## src/sv/xbpc_pkg.sv

```systemverilog
// Package for the XML byte preflight checker.
// Holds the status codes, markup phase codes and the checker state type.
// No dependencies.
package xbpc_pkg;

	localparam logic [2:0] ST_OK      = 3'd0;
	localparam logic [2:0] ST_CONTROL = 3'd1;
	localparam logic [2:0] ST_TOKEN   = 3'd2;
	localparam logic [2:0] ST_MARKUP  = 3'd3;
	localparam logic [2:0] ST_UTF8    = 3'd4;

	localparam logic [1:0] MK_IDLE      = 2'd0;
	localparam logic [1:0] MK_LT        = 2'd1;
	localparam logic [1:0] MK_LT_BANG   = 2'd2;
	localparam logic [1:0] MK_LT_BANG_D = 2'd3;

	localparam logic [15:0] SPAN_LIMIT_RESET = 16'd8192;

	localparam logic [7:0] CH_TAB   = 8'h09;
	localparam logic [7:0] CH_LF    = 8'h0a;
	localparam logic [7:0] CH_CR    = 8'h0d;
	localparam logic [7:0] CH_LT    = 8'h3c;
	localparam logic [7:0] CH_GT    = 8'h3e;
	localparam logic [7:0] CH_BANG  = 8'h21;
	localparam logic [7:0] CH_DASH  = 8'h2d;

	localparam logic [20:0] CP_MIN_2 = 21'h80;
	localparam logic [20:0] CP_MIN_3 = 21'd2048;
	localparam logic [20:0] CP_MIN_4 = 21'd65536;
	localparam logic [20:0] CP_MAX   = 21'h10ffff;
	localparam logic [20:0] SURR_LO  = 21'hd800;
	localparam logic [20:0] SURR_HI  = 21'hdfff;

	typedef struct packed {
		logic [15:0] span_count;
		logic [1:0]  markup_phase;
		logic [1:0]  utf8_remaining;
		logic [1:0]  utf8_length;
		logic [20:0] code_point;
		logic [2:0]  error_code;
	} xbpc_state_t;

	localparam xbpc_state_t STATE_RESET = '{
		span_count:     16'd0,
		markup_phase:   MK_IDLE,
		utf8_remaining: 2'd0,
		utf8_length:    2'd0,
		code_point:     21'd0,
		error_code:     ST_OK
	};

endpackage

```

## src/sv/xbpc_if.sv

```systemverilog
// Stream interfaces for the XML byte preflight checker.
// The byte channel and the result channel; depends on nothing.
interface xbpc_byte_if;
	logic       valid;
	logic       ready;
	logic [7:0] data_byte;
	logic       is_last;

	modport source (output valid, output data_byte, output is_last, input ready);
	modport sink (input valid, input data_byte, input is_last, output ready);
endinterface

interface xbpc_result_if;
	logic       valid;
	logic       ready;
	logic [2:0] status;
	logic       final_res;

	modport source (output valid, output status, output final_res, input ready);
	modport sink (input valid, input status, input final_res, output ready);
endinterface

```

## src/sv/xbpc_step.sv

```systemverilog
// Per-byte next-state logic of the XML byte preflight checker.
// Purely combinational; depends on xbpc_pkg.
module xbpc_step (
	input  xbpc_pkg::xbpc_state_t cur,
	input  logic [7:0]            data_byte,
	input  logic                  is_last,
	input  logic [15:0]           span_limit,
	output xbpc_pkg::xbpc_state_t nxt,
	output logic [2:0]            status
);
	import xbpc_pkg::*;

	always_comb begin
		xbpc_state_t s;
		logic        held;
		logic        done;
		logic [16:0] span_next;
		logic [2:0]  lead_len;
		logic [20:0] cp;
		logic [20:0] cp_min;

		s = cur;
		held = 1'b0;
		done = 1'b0;
		span_next = {1'b0, cur.span_count} + 17'd1;
		lead_len = 3'd0;
		cp = 21'd0;
		cp_min = CP_MIN_4;

		if (cur.error_code == ST_OK) begin
			if (cur.utf8_remaining != 2'd0) begin
				if (data_byte[7:6] != 2'b10) begin
					s.error_code = ST_UTF8;
				end else begin
					cp = {cur.code_point[14:0], data_byte[5:0]};
					s.code_point = cp;
					s.utf8_remaining = cur.utf8_remaining - 2'd1;
					if (cur.utf8_remaining == 2'd1) begin
						case (cur.utf8_length)
							2'd1:    cp_min = CP_MIN_2;
							2'd2:    cp_min = CP_MIN_3;
							default: cp_min = CP_MIN_4;
						endcase
						if (cp < cp_min || cp > CP_MAX || (cp >= SURR_LO && cp <= SURR_HI)) begin
							s.error_code = ST_UTF8;
						end
					end
				end
			end else begin
				if (cur.markup_phase == MK_LT_BANG || cur.markup_phase == MK_LT_BANG_D) begin
					if (data_byte != CH_DASH) begin
						s.error_code = ST_MARKUP;
						done = 1'b1;
					end else if (cur.markup_phase == MK_LT_BANG) begin
						s.markup_phase = MK_LT_BANG_D;
						held = 1'b1;
					end else begin
						s.markup_phase = MK_IDLE;
					end
				end else if (cur.markup_phase == MK_LT) begin
					if (data_byte == CH_BANG) begin
						s.markup_phase = MK_LT_BANG;
						held = 1'b1;
					end else begin
						s.markup_phase = MK_IDLE;
					end
				end

				if (!done && data_byte < 8'h20 && data_byte != CH_TAB &&
						data_byte != CH_LF && data_byte != CH_CR) begin
					s.error_code = ST_CONTROL;
					done = 1'b1;
				end

				if (!done) begin
					if (data_byte == CH_LT || data_byte == CH_GT) begin
						s.span_count = 16'd0;
					end else if (!held && span_next > {1'b0, span_limit}) begin
						s.error_code = ST_TOKEN;
						done = 1'b1;
					end else begin
						s.span_count = span_next[15:0];
					end
				end

				if (!done) begin
					if (data_byte == CH_LT) begin
						s.markup_phase = MK_LT;
					end
					if (data_byte[7]) begin
						if (data_byte >= 8'hf8) begin
							lead_len = 3'd0;
						end else if (data_byte >= 8'hf0) begin
							lead_len = 3'd4;
						end else if (data_byte >= 8'he0) begin
							lead_len = 3'd3;
						end else if (data_byte >= 8'hc2) begin
							lead_len = 3'd2;
						end else begin
							lead_len = 3'd0;
						end
						case (lead_len)
							3'd2:    s.code_point = {16'd0, data_byte[4:0]};
							3'd3:    s.code_point = {17'd0, data_byte[3:0]};
							3'd4:    s.code_point = {18'd0, data_byte[2:0]};
							default: s.error_code = ST_UTF8;
						endcase
						if (lead_len != 3'd0) begin
							s.utf8_length = 2'(lead_len - 3'd1);
							s.utf8_remaining = 2'(lead_len - 3'd1);
						end
					end
				end
			end
		end

		if (is_last && s.error_code == ST_OK) begin
			if (s.utf8_remaining != 2'd0) begin
				s.error_code = ST_UTF8;
			end else if (s.markup_phase == MK_LT_BANG || s.markup_phase == MK_LT_BANG_D) begin
				s.error_code = ST_MARKUP;
			end
		end

		status = s.error_code;
		nxt = is_last ? STATE_RESET : s;
	end

endmodule

```

## src/sv/xml_byte_preflight_checker_core.sv

```systemverilog
// Top level of the XML byte preflight checker.
// Input register, per-byte check logic and result register with an APB register port.
// Depends on xbpc_pkg, xbpc_if.sv and xbpc_step.
//
// The checker takes one document byte per cycle and returns one status per byte: the
// byte is held in the input register, then its status is written to the result
// register. The state update for a byte is combinational logic, so bytes stream
// back to back at one per cycle as long as the result side keeps taking results.
// The status is sticky from the first error until the byte marked last, whose result
// carries final_res and after which the document state is cleared. The span limit
// register sits at byte address 0 and should only be written while no transaction is
// in flight.
module xml_byte_preflight_checker_core (
	input  logic                 clk,
	input  logic                 arst_n,
	xbpc_byte_if.sink            byte_in,
	xbpc_result_if.source        result_out,
	input  logic                 psel,
	input  logic                 penable,
	input  logic                 pwrite,
	input  logic [2:0]           paddr,
	input  logic [31:0]          pwdata,
	output logic [31:0]          prdata,
	output logic                 pready
);
	import xbpc_pkg::*;

	logic        valid_s1;
	logic [7:0]  data_s1;
	logic        last_s1;
	logic        out_valid_q;
	logic [2:0]  status_q;
	logic        final_q;
	logic [15:0] span_limit_q;
	xbpc_state_t state_q;
	xbpc_state_t state_nxt;
	logic [2:0]  status_nxt;
	logic        advance;

	assign pready = 1'b1;
	assign prdata = (paddr[2] == 1'b0) ? {16'd0, span_limit_q} : 32'd0;

	always_ff @(posedge clk or negedge arst_n) begin
		if (!arst_n) begin
			span_limit_q <= SPAN_LIMIT_RESET;
		end else if (psel && penable && pwrite && pready && paddr[2] == 1'b0) begin
			span_limit_q <= pwdata[15:0];
		end
	end

	assign advance = valid_s1 && (!out_valid_q || result_out.ready);
	assign byte_in.ready = !valid_s1 || advance;

	always_ff @(posedge clk or negedge arst_n) begin
		if (!arst_n) begin
			valid_s1 <= 1'b0;
		end else if (byte_in.ready) begin
			valid_s1 <= byte_in.valid;
		end
	end

	always_ff @(posedge clk) begin
		if (byte_in.valid && byte_in.ready) begin
			data_s1 <= byte_in.data_byte;
			last_s1 <= byte_in.is_last;
		end
	end

	xbpc_step u_step (
		.cur        (state_q),
		.data_byte  (data_s1),
		.is_last    (last_s1),
		.span_limit (span_limit_q),
		.nxt        (state_nxt),
		.status     (status_nxt)
	);

	always_ff @(posedge clk or negedge arst_n) begin
		if (!arst_n) begin
			state_q <= STATE_RESET;
			out_valid_q <= 1'b0;
		end else begin
			if (advance) begin
				state_q <= state_nxt;
				out_valid_q <= 1'b1;
			end else if (result_out.ready) begin
				out_valid_q <= 1'b0;
			end
		end
	end

	always_ff @(posedge clk) begin
		if (advance) begin
			status_q <= status_nxt;
			final_q <= last_s1;
		end
	end

	assign result_out.valid = out_valid_q;
	assign result_out.status = status_q;
	assign result_out.final_res = final_q;

`ifndef SYNTHESIS
	a_clear_after_last: assert property (@(posedge clk) disable iff (!arst_n)
		advance && last_s1 |=> state_q == STATE_RESET)
		else $error("State was not cleared after the last byte of a document.");

	a_error_sticky: assert property (@(posedge clk) disable iff (!arst_n)
		advance && !last_s1 && state_q.error_code != ST_OK |=>
		state_q.error_code == $past(state_q.error_code))
		else $error("A recorded error changed before the end of the document.");

	a_status_matches_state: assert property (@(posedge clk) disable iff (!arst_n)
		advance && !last_s1 |=> status_q == state_q.error_code)
		else $error("The reported status differs from the recorded error.");

	a_status_range: assert property (@(posedge clk) disable iff (!arst_n)
		out_valid_q |-> status_q <= ST_UTF8)
		else $error("Status code out of range.");

	a_no_overwrite: assert property (@(posedge clk) disable iff (!arst_n)
		out_valid_q && !result_out.ready |-> !advance)
		else $error("A pending result was overwritten.");
`endif

endmodule

```

## src/flat_wrapper.sv

```systemverilog
// flat-port wrapper written by rule: the top's interface ports become plain ports
module xml_byte_preflight_checker_core_flat import xbpc_pkg::*;
  (clk, arst_n, psel, penable, pwrite, paddr, pwdata, prdata, pready, byte_in_valid, byte_in_data_byte, byte_in_is_last, byte_in_ready, result_out_valid, result_out_status, result_out_final_res, result_out_ready);
  xbpc_byte_if byte_in_i ();
  xbpc_result_if result_out_i ();
  input  logic clk;
  input  logic arst_n;
  input  logic psel;
  input  logic penable;
  input  logic pwrite;
  input  logic [2:0] paddr;
  input  logic [31:0] pwdata;
  output logic [31:0] prdata;
  output logic pready;
  input wire logic [$bits(byte_in_i.valid)-1:0] byte_in_valid;
  input wire logic [$bits(byte_in_i.data_byte)-1:0] byte_in_data_byte;
  input wire logic [$bits(byte_in_i.is_last)-1:0] byte_in_is_last;
  output wire logic [$bits(byte_in_i.ready)-1:0] byte_in_ready;
  output wire logic [$bits(result_out_i.valid)-1:0] result_out_valid;
  output wire logic [$bits(result_out_i.status)-1:0] result_out_status;
  output wire logic [$bits(result_out_i.final_res)-1:0] result_out_final_res;
  input wire logic [$bits(result_out_i.ready)-1:0] result_out_ready;
  assign byte_in_i.valid = byte_in_valid;
  assign byte_in_i.data_byte = byte_in_data_byte;
  assign byte_in_i.is_last = byte_in_is_last;
  assign byte_in_ready = byte_in_i.ready;
  assign result_out_valid = result_out_i.valid;
  assign result_out_status = result_out_i.status;
  assign result_out_final_res = result_out_i.final_res;
  assign result_out_i.ready = result_out_ready;
  xml_byte_preflight_checker_core u_core (.clk(clk), .arst_n(arst_n), .byte_in(byte_in_i), .result_out(result_out_i), .psel(psel), .penable(penable), .pwrite(pwrite), .paddr(paddr), .pwdata(pwdata), .prdata(prdata), .pready(pready));
endmodule
```

## config.mk

```make
export PLATFORM = sky130hd
export DESIGN_NAME = xml_byte_preflight_checker_core_flat
export DESIGN_NICKNAME = d
export VERILOG_FILES = /design/src/sv/xbpc_pkg.sv /design/src/sv/xbpc_if.sv /design/src/sv/xbpc_step.sv /design/src/sv/xml_byte_preflight_checker_core.sv /design/src/flat_wrapper.sv
export SDC_FILE = /design/constraint.sdc
export NUM_CORES = 1
export LEC_CHECK = 0
export BUFFER_PORTS_ARGS = -buffer_cell sky130_fd_sc_hd__buf_2
export CORE_UTILIZATION = 35
export CTS_CLUSTER_DIAMETER = 50
export CTS_CLUSTER_SIZE = 14
export DETAILED_ROUTE_END_ITERATION = 7
export HOLD_SLACK_MARGIN = 0.03
export PLACE_DENSITY = 0.56
export SYNTH_ARGS = -nofsm -noshare
export SYNTH_HDL_FRONTEND = slang
export SYNTH_SLANG_ARGS = --single-unit
```

## constraint.sdc

```tcl
create_clock -name clk -period 3.94 [get_ports clk]
set_clock_uncertainty 0.2 [all_clocks]
set_input_delay 0.197 -clock clk [delete_from_list [all_inputs] [get_ports clk]]
set_output_delay 0.197 -clock clk [all_outputs]
set_load 0.01 [all_outputs]
```

==> impl_results.md, run 1 <==
* Status: finished, final reports clean
* ANT nets after route at 0
* Leak at 0.00289 uW
* Final instance area at 6190 um^2
* Main synth FF type: dfrtp_1
* Most Used Layer, Global Route: met2
* Highest clock rate at 262 MHz
* Worst R2R Path Depth at 17
* Clk_lat worst skew at 350 ps
* Grt met1 use at 0.207
* GP Congestion at 0.881
* Rel. slew slack at 0.314
* M3 GR Usage at 0.0372
* TritonCTS Sinks at 71
* Number of hold violations in the final report at 0
* Worst R2R End: u_core.state_q[5]
* Placed inst area at 5400 um^2
* Residual DRC at 0
* Worst EP required at 3970 ps
* Max Slew Vio Count at 0
* Final WL at 11400 um
* Post-synth ARST share at 0.817
* Critical Path Sink Type: flop
* Layout Nets at 689
* Synth Warn # at 0
* Largest area contributor in the netlist: dfrtp_1
* Setup_tns at 0 ps
* Design Power at 2580 uW
* Vias in the first global route at 4028
* Worst vdd ir at 0.284 mV
* Hold Crit Class: in2async
* Critical R2R Launch: u_core.state_q[34]
* Syn Area/Cell at 9.80 um^2
* Critical path arrival at 3850 ps
* Starting density of the core at 0.358
* DP HPWL at 8450 um
* Routing usage on met2 at 0.299
* Initial antenna violation count at 0
* Drt via density at 5.04
* Core box area at 13200 um^2
* DRT Pass-1 Iters at 4
* Die Width at 118 um
* Worst-Margin Slew at 1020 ps
* DR WL/cell at 14.4 um
* Non-Filler Instances at 793
* Maximum buffer depth of the clock tree at 2
* Initial detailed-routing violation count at 170
* Placed Instances at 745
* Cell Rows at 42
* Via count at 3993
* H-tree Lvls at 3
* RSZ-0062 raised after global routing: true
* Yosys top cell area share at 0.301
* Die ar. at 14000 um^2
* Share of layout cells above drive strength 1 at 0.311
* Post-synth cell types at 77
* Grt ovf at 0
* Max-cap viol count at 0
* I/O pin count at 90
* Final setup vio count at 0
* Root buf cell: clkbuf_16
* FF+latch count, synth at 71
* Post-Synthesis Cell Area at 4740 um^2
* Clock-pin slew on the worst setup and hold paths at 60 ps
* Critical path class: reg2reg
* TritonCTS Buffers at 9
* Period utilization at 0.969
* Ant. Diodes at 0
* Ranking of synthesized cells by area: dfrtp_1 30%, edfxtp_1 8.2%, ha_1 6.9%, mux2_2 5.2%, inv_1 3.9%
* Largest net degree at the start of global routing at 34
* Post-synth EDFFs at 13
* First-pass GRT wire length at 19100 um
* Die height at 118 um
* Crit Path Max Fanout at 4
* Area Growth Syn to Fin at 30.6%
* TritonCTS clock tree: done
* Min cycle time layout at 3820 ps
* Critical Path Start Type: flop
* Number of port buffers at 54
* Total GRT Usage at 0.174
* Mapped Cells at 484
* R2R Setup Slk at 120 ps
* Register area share after synthesis at 0.389
* Layout Utilization at 0.468
* Pwr/cell area at 417 nW/um^2
[metal layers]
layer  up-vias  routed length [um]
met5         -                   0
met4         0                 345
met3        22                 441
met2       100                5470
met1      1895                5150
li1       1976                   -
[sequential cells by signal (all words and copies together), names as in the netlist]
register / flops
u_core.state_q: 40
u_core.span_limit_q: 16
u_core.data_s1: 8
u_core.result_out.status: 3
u_core.last_s1: 1
u_core.result_out.final_res: 1
u_core.result_out.valid: 1
u_core.valid_s1: 1
[power by group]
| part | internal [uW] | leakage (uW) | total [uW] | switching [uW] |
|---|---|---|---|---|
| registers | 859 | 0.000888 | 937 | 78.7 |
| clock network | 500 | 0.000142 | 800 | 300 |
| logic | 379 | 0.00186 | 842 | 464 |
[what timing repair did]
action / in CTS / in global routing
hold endpoints to repair: 51 / 0
hold buffers: 29 / 0
setup buffers: 0 / 3
setup endpoints to repair: 18 / 35
pin swaps: 2 / 12
gates resized for setup: 5 / 33
[logic make-up (layout without fill, tap and decap cells)]
kind of cell	count (synthesis)	in the layout	share of synthesized area
xor gates and xnor gates	13	13	0.0240
adders and majority gates	26	26	0.0686
buffers and inverters	85	203	0.0990
muxes	34	34	0.0776
other	2	17	0.00158
and+or+nand+nor	151	151	0.168
AOI/OAI and AO/OA	102	102	0.172
DFF	71	71	0.389
[critical path, stage by stage (launching register included)]
cell      delay (ps)
dfrtp_1          370
nand3_2          120
nor4_4           330
and2_4           190
and3_4           190
nand3_2           90
xnor2_2          150
ha_1             330
nand3_2           90
nor3_2            40
buf_4            130
o2111a_2         180
buf_4            150
or2_4            250
buf_4            140
o211ai_1         330
a21oi_1          130
mux2_2           270
[cell type report]
type / instances / area (um^2)
sequential: 71 / 1840
clock buffer: 16 / 293
timing repair buffer: 137 / 986
tap: 176 / 220
inverter: 50 / 188
fill: 1253 / 7050
multi-input combinational: 343 / 2660
[metrics by stage]
stage | hold WS [ps] | setup WS (ps)
2_1_floorplan | -299 | 129
3_3_place_gp | 25.7 | -90.4
3_5_place_dp | 31.9 | -113
4_1_cts | 212 | 21.2
5_1_grt | 261 | -55.6
6_report | 194 | 120
[cells in the final DEF (no fill, tap or decap), drive strengths merged, types with 18 or more instances in the layout]
cell type and n:
buf 108, dfrtp 57, dlygate4sd3 29, ha 26, inv 50, mux2 22
nand2 36, nand3 18, nor2 33, o21ai 21
[synthesized netlist by cell type, drive strengths merged (4+ instances only)]
library cell and count:
a2111oi 6, a211oi 5, a21oi 15, a221oi 4, a22o 11, and2 4, and3 5, buf 25
clkbuf 10, dfrtp 57, edfxtp 13, ha 26, inv 50, mux2 22, mux2i 12, nand2 36
nand2b 6, nand3 18, nand4 7, nand4b 4, nor2 33, nor3 9, nor4 4, o2111ai 5
o211ai 5, o21a 5, o21ai 21, or3 5, xnor2 10
[worst max-delay path by stage]
stage                          to          startpoint  depth (start not counted)  slack, ps
6_report        u_core.state_q[5]  u_core.state_q[34]                         17        120
5_1_grt        u_core.state_q[17]  u_core.state_q[34]                         16        -60
4_1_cts         u_core.state_q[6]  u_core.state_q[36]                         15         20
3_5_place_dp   u_core.state_q[17]  u_core.state_q[30]                         17       -110
3_3_place_gp    u_core.state_q[3]  u_core.state_q[30]                         16        -90
2_1_floorplan   u_core.state_q[3]  u_core.state_q[32]                         15        130
Power figures use the tool's default switching activity.
==> run 2, diff against run 1 <==
- PLACE_DENSITY: 0.56 -> 0.54
- clock period: 3.94 -> 4.65 ns (I/O delays scaled with it)
==> impl_results.md, run 2 (synthesis gave the netlist of run 1 again) <==
* Ant. Diodes at 0
* Worst R2R Path Depth at 13
* ANT nets after route at 0
* Share of layout cells above drive strength 1 at 0.212
* Most common cell after layout, fill and taps aside: dfrtp_1
* DRT Pass-1 Iters at 4
* Drt via density at 5.09
* Setup ws final at 329 ps
* Root buf cell: clkbuf_16
* H-tree Lvls at 3
* TritonCTS Sinks at 71
* Starting density of the core at 0.358
* Layout Utilization at 0.424
* Die ar. at 14000 um^2
* Max Slew Vio Count at 0
* Layout Nets at 639
* Post-CTS setup buffers at 0
* Worst EP required at 4520 ps
* CP max stage delay at 720 ps
* Period utilization at 0.929
* Final WL at 10500 um
* Crit Path Max Fanout at 8
* R2R Setup Slk at 330 ps
* Setup_tns at 0 ps
* DR WL/cell at 14.1 um
* Min cycle time layout at 4320 ps
* Max reg flops at 40
* Via count at 3779
* Clock-pin slew on the worst setup and hold paths at 50 ps
* RSZ-0062 raised after global routing: false
* Grt ovf at 0
* Worst Hold Launch: u_core.span_limit_q[12]
* Design Power at 2060 uW
* Initial antenna violation count at 0
* Critical path arrival at 4190 ps
* Placed Instances at 698
* GP Congestion at 0.897
* Area Growth Syn to Fin at 18.5%
* Rel. slew slack at 0.291
* Setup WS pre-CTS at 244 ps
* Worst R2R End: u_core.result_out.status[1]
* Residual DRC at 0
* Worst hold stages at 1
* First-pass GRT wire length at 17700 um
* Max-cap viol count at 0
* Maximum buffer depth of the clock tree at 2
* Critical Path Start Type: flop
* Worst-Margin Slew at 1050 ps
* Most flop-heavy register: u_core.state_q
* Biggest regs: u_core.state_q x40, u_core.span_limit_q x16, u_core.data_s1 x8
* Critical Path Sink Type: flop
* Largest net degree at the start of global routing at 59
* Number of port buffers at 54
* Core box area at 13200 um^2
* Cell Rows at 42
* TritonCTS Buffers at 9
* TritonCTS clock tree: done
* Non-Filler Instances at 743
* Highest clock rate at 231 MHz
* Critical path class: reg2reg
* Die Width at 118 um
* End of the worst hold path: u_core.span_limit_q[12]
* Initial detailed-routing violation count at 230
* Number of hold violations in the final report at 0
* Clk_lat worst skew at 330 ps
* Final setup vio count at 0
* Die height at 118 um
* Worst path cell trace: ha_1 > inv_1 > nor3_1 > nand3_1 > xnor2_1 > ha_1 > nand4_1 > nor3_1 > a2111oi_2 > o211ai_4 > a2111oi_0 > nand2b_1 > o41ai_2
* I/O pin count at 90
* Status: finished, final reports clean
* Most frequent cells in the layout: 57 x dfrtp_1, 54 x buf_2, 49 x inv_1
* Pwr/cell area at 367 nW/um^2
* Slowest stage cell, crit path: a2111oi_0
* Leak at 0.00254 uW
* Critical R2R Launch: u_core.state_q[30]
* Hold Crit Class: reg2reg
* Total GRT Usage at 0.158
* Vias in the first global route at 3803
* DP HPWL at 7660 um
* Worst vdd ir at 0.173 mV
-- run 2: changes by cell type in the layout (fill, tap and decap cells not counted), sizes merged --
cell    delta
clkbuf     -3
buf       -50
clkinv     +3
-- run 2: final cells by class --
| class | count | area [um^2] |
|---|---|---|
| fill | 1295 | 7620 |
| multi-input combinational | 343 | 2490 |
| sequential | 71 | 1840 |
| timing repair buffer | 87 | 591 |
| clock buffer | 13 | 272 |
| tap | 176 | 220 |
| inverter | 50 | 188 |
| clock inverter | 3 | 15.0 |
-- run 2: worst max-delay path by stage --
stage                             from                           to  depth (start not counted)
finish              u_core.state_q[30]  u_core.result_out.status[1]                         13
global route        u_core.state_q[30]  u_core.result_out.status[1]                         13
CTS                 u_core.state_q[32]  u_core.result_out.status[1]                         14
detailed placement  u_core.state_q[32]  u_core.result_out.status[1]                         14
global placement    u_core.state_q[32]  u_core.result_out.status[1]                         14
floorplan           u_core.state_q[32]            u_core.state_q[3]                         15
-- run 2: timing repair --
action	in CTS	in global routing
endpoints found under the setup margin	0	11
hold buffers	29	0
endpoints found under the hold margin	84	0
gates resized for setup	0	1
-- run 2: report_power, final --
group          internal [uW]  switching (uW)  leakage (uW)
clock network            405             246      0.000145
logic                    255             353       0.00151
registers                728            77.0      0.000888
total                   1390             676       0.00254
-- run 2: routing by layer --
layer  vias to the layer above  GRT usage  part of all wire
li1                       1876          -                 -
met1                      1781      0.195              0.46
met2                       107      0.271              0.48
met3                        15     0.0319             0.044
met4                         0     0.0593             0.018
met5                         -          0                 0
-- run 2: through the flow --
step / hold WS [ps] / instance area, um^2
global route: 321 / 5620
finish: 306 / 5620
detailed placement: 211 / 5040
floorplan: -263 / 4800
global placement: 209 / 5040
CTS: 307 / 5610
-- run 2: critical path, delay by kind of cell (launching register included) --
kind / cells / cell delay (ps)
XOR/XNOR: 1 / 230
AO/OA/AOI/OAI: 4 / 1530
AND/OR/NAND/NOR: 5 / 1020
buffers and inverters: 1 / 80
flip-flops: 1 / 420
adder cells (fa/ha/maj): 2 / 560
==> run 3, diff against run 2 <==
- HOLD_SLACK_MARGIN: 0.03 -> 0.12
- clock period: 4.65 -> 5.48 ns (I/O delays scaled with it)
==> impl_results.md, run 3 (synthesis gave the netlist of run 1 again) <==
* Placed Instances at 696
* Number of hold violations in the final report at 0
* Net Sw Power at 578 uW
* Clock power share at 0.341
* Starting density of the core at 0.358
* Critical path arrival at 4690 ps
* Max-cap viol count at 0
* Period utilization at 0.852
* Share of layout cells above drive strength 1 at 0.207
* Setup_tns at 0 ps
* Clk_lat worst skew at 340 ps
* RSZ-0062 raised after global routing: false
* First-pass GRT wire length at 17600 um
* Leak at 0.00254 uW
* Min cycle time layout at 4670 ps
* Critical Path Sink Type: flop
* Root buf cell: clkbuf_16
* H-tree Lvls at 3
* Die ar. at 14000 um^2
* Clock-pin slew on the worst setup and hold paths at 50 ps
* Most frequent cells in the layout: 57 x dfrtp_1, 54 x buf_2, 49 x inv_1
* Worst EP required at 5500 ps
* Met3 WL at 407 um
* Most common cell after layout, fill and taps aside: dfrtp_1
* Wl on met1 at 4840 um
* Initial antenna violation count at 0
* Final setup vio count at 0
* Die height at 118 um
* Max reg flops at 40
* Comb pwr share at 0.283
* Largest net degree at the start of global routing at 59
* Critical path class: reg2reg
* Worst vdd ir at 0.232 mV
* Worst-Margin Slew at 1030 ps
* Maximum buffer depth of the clock tree at 2
* Total GRT Usage at 0.159
* Core box area at 13200 um^2
* DRT Pass-1 Iters at 4
* Grt ovf at 0
* Most flop-heavy register: u_core.state_q
* Drt via density at 5.06
* TritonCTS Sinks at 71
* Via count at 3752
* Hold Crit Class: reg2reg
* ANT nets after route at 0
* Post-CTS Resized at 0
* Vias in the first global route at 3714
* DP HPWL at 7650 um
* Highest clock rate at 214 MHz
* Critical Path Start Type: flop
* Sequential Power Share at 0.376
* Pwr/cell area at 322 nW/um^2
* Die Width at 118 um
* Switching share of power at 0.318
* Final WL at 10500 um
* Max Slew Vio Count at 0
* Top layer in use: met4
* Initial detailed-routing violation count at 211
* Rel. slew slack at 0.305
* Area Growth Syn to Fin at 18.8%
* DR WL/cell at 14.1 um
* Biggest regs: u_core.state_q x40, u_core.span_limit_q x16, u_core.data_s1 x8
* TritonCTS clock tree: done
* TritonCTS Buffers at 9
* Number of port buffers at 54
* Layout Nets at 637
* Met2 wire length at 4980 um
* Status: finished, final reports clean
* Residual DRC at 0
* Non-Filler Instances at 741
* GP Congestion at 0.883
* I/O pin count at 90
* Internal at 1240 uW
* Crit Path Max Fanout at 15
* Cell Rows at 42
* Ant. Diodes at 0
[run 3: cell types whose count changed in the layout (fill, tap and decap cells not counted), sizes merged]
cell    delta
buf        -2
bufinv     +1
clkbuf     +1
clkinv     -2
[run 3: path summary, 6_finish.rpt]
| path | start | end | slack, ps | depth (start not counted) |
|---|---|---|---|---|
| setup / recovery | u_core.state_q[32] | u_core.state_q[6] | 810 | 14 |
| max in group asynchronous | arst_n | u_core.state_q[5] | 4160 | 3 |
| hold / removal | u_core.valid_s1 | u_core.result_out.valid | 300 | 1 |
| hold reg to reg | u_core.valid_s1 | u_core.result_out.valid | 300 | 1 |
| setup reg to reg | u_core.state_q[32] | u_core.state_q[6] | 810 | 14 |
| min in group asynchronous | arst_n | u_core.span_limit_q[11] | 420 | 3 |
[run 3: final cells by class]
cell class	instances	area [um^2]
Inverter	50	188
Fill cell	1302	7610
Clock inverter	2	35.0
Tap cell	176	220
Clock buffer	14	285
Sequential cell	71	1840
Multi-Input combinational cell	343	2480
Timing Repair Buffer	85	576
[run 3: power groups by stage]
stage	clock, uW	combinational, uW	sequential (uW)
floorplan	0	392	670
CTS	637	513	683
detailed placement	0	496	692
finish	618	513	683
global placement	0	487	689
global route	656	577	696
[run 3: critical path: stages (launching register included)]
cell and delay, ps:
dfrtp_1 430, nand3_1 170, nor4_1 470, and2_1 270, and3_1 200, nand3_1 100
xnor2_1 170, ha_1 310, nand3_1 90, nor3_1 330, o2111a_1 360, nor2_2 120
a2111oi_2 380, o221a_2 560, mux2_2 390
[run 3: per-layer routing]
metal / up-vias / global-route usage
met5: - / 0
met1: 1770 / 0.196
met4: 0 / 0.0680
met3: 14 / 0.0362
met2: 94 / 0.268
li1: 1874 / -
[run 3: repair_timing]
action / in CTS / in global routing
hold buffers: 29 / 0
endpoints found under the hold margin: 84 / 0
setup buffers: 0 / 0
[run 3: stage by stage]
stage,instance area [um^2],utilization,hold slack [ps],setup WS (ps),power [uW]
after floorplan,4800,-,-222,1670,1060
after global placement,5020,0.379,250,878,1180
after detailed placement,5020,0.379,252,811,1190
after CTS,5630,0.425,300,785,1830
after global routing,5630,0.425,318,436,1930
final,5630,0.425,301,811,1810
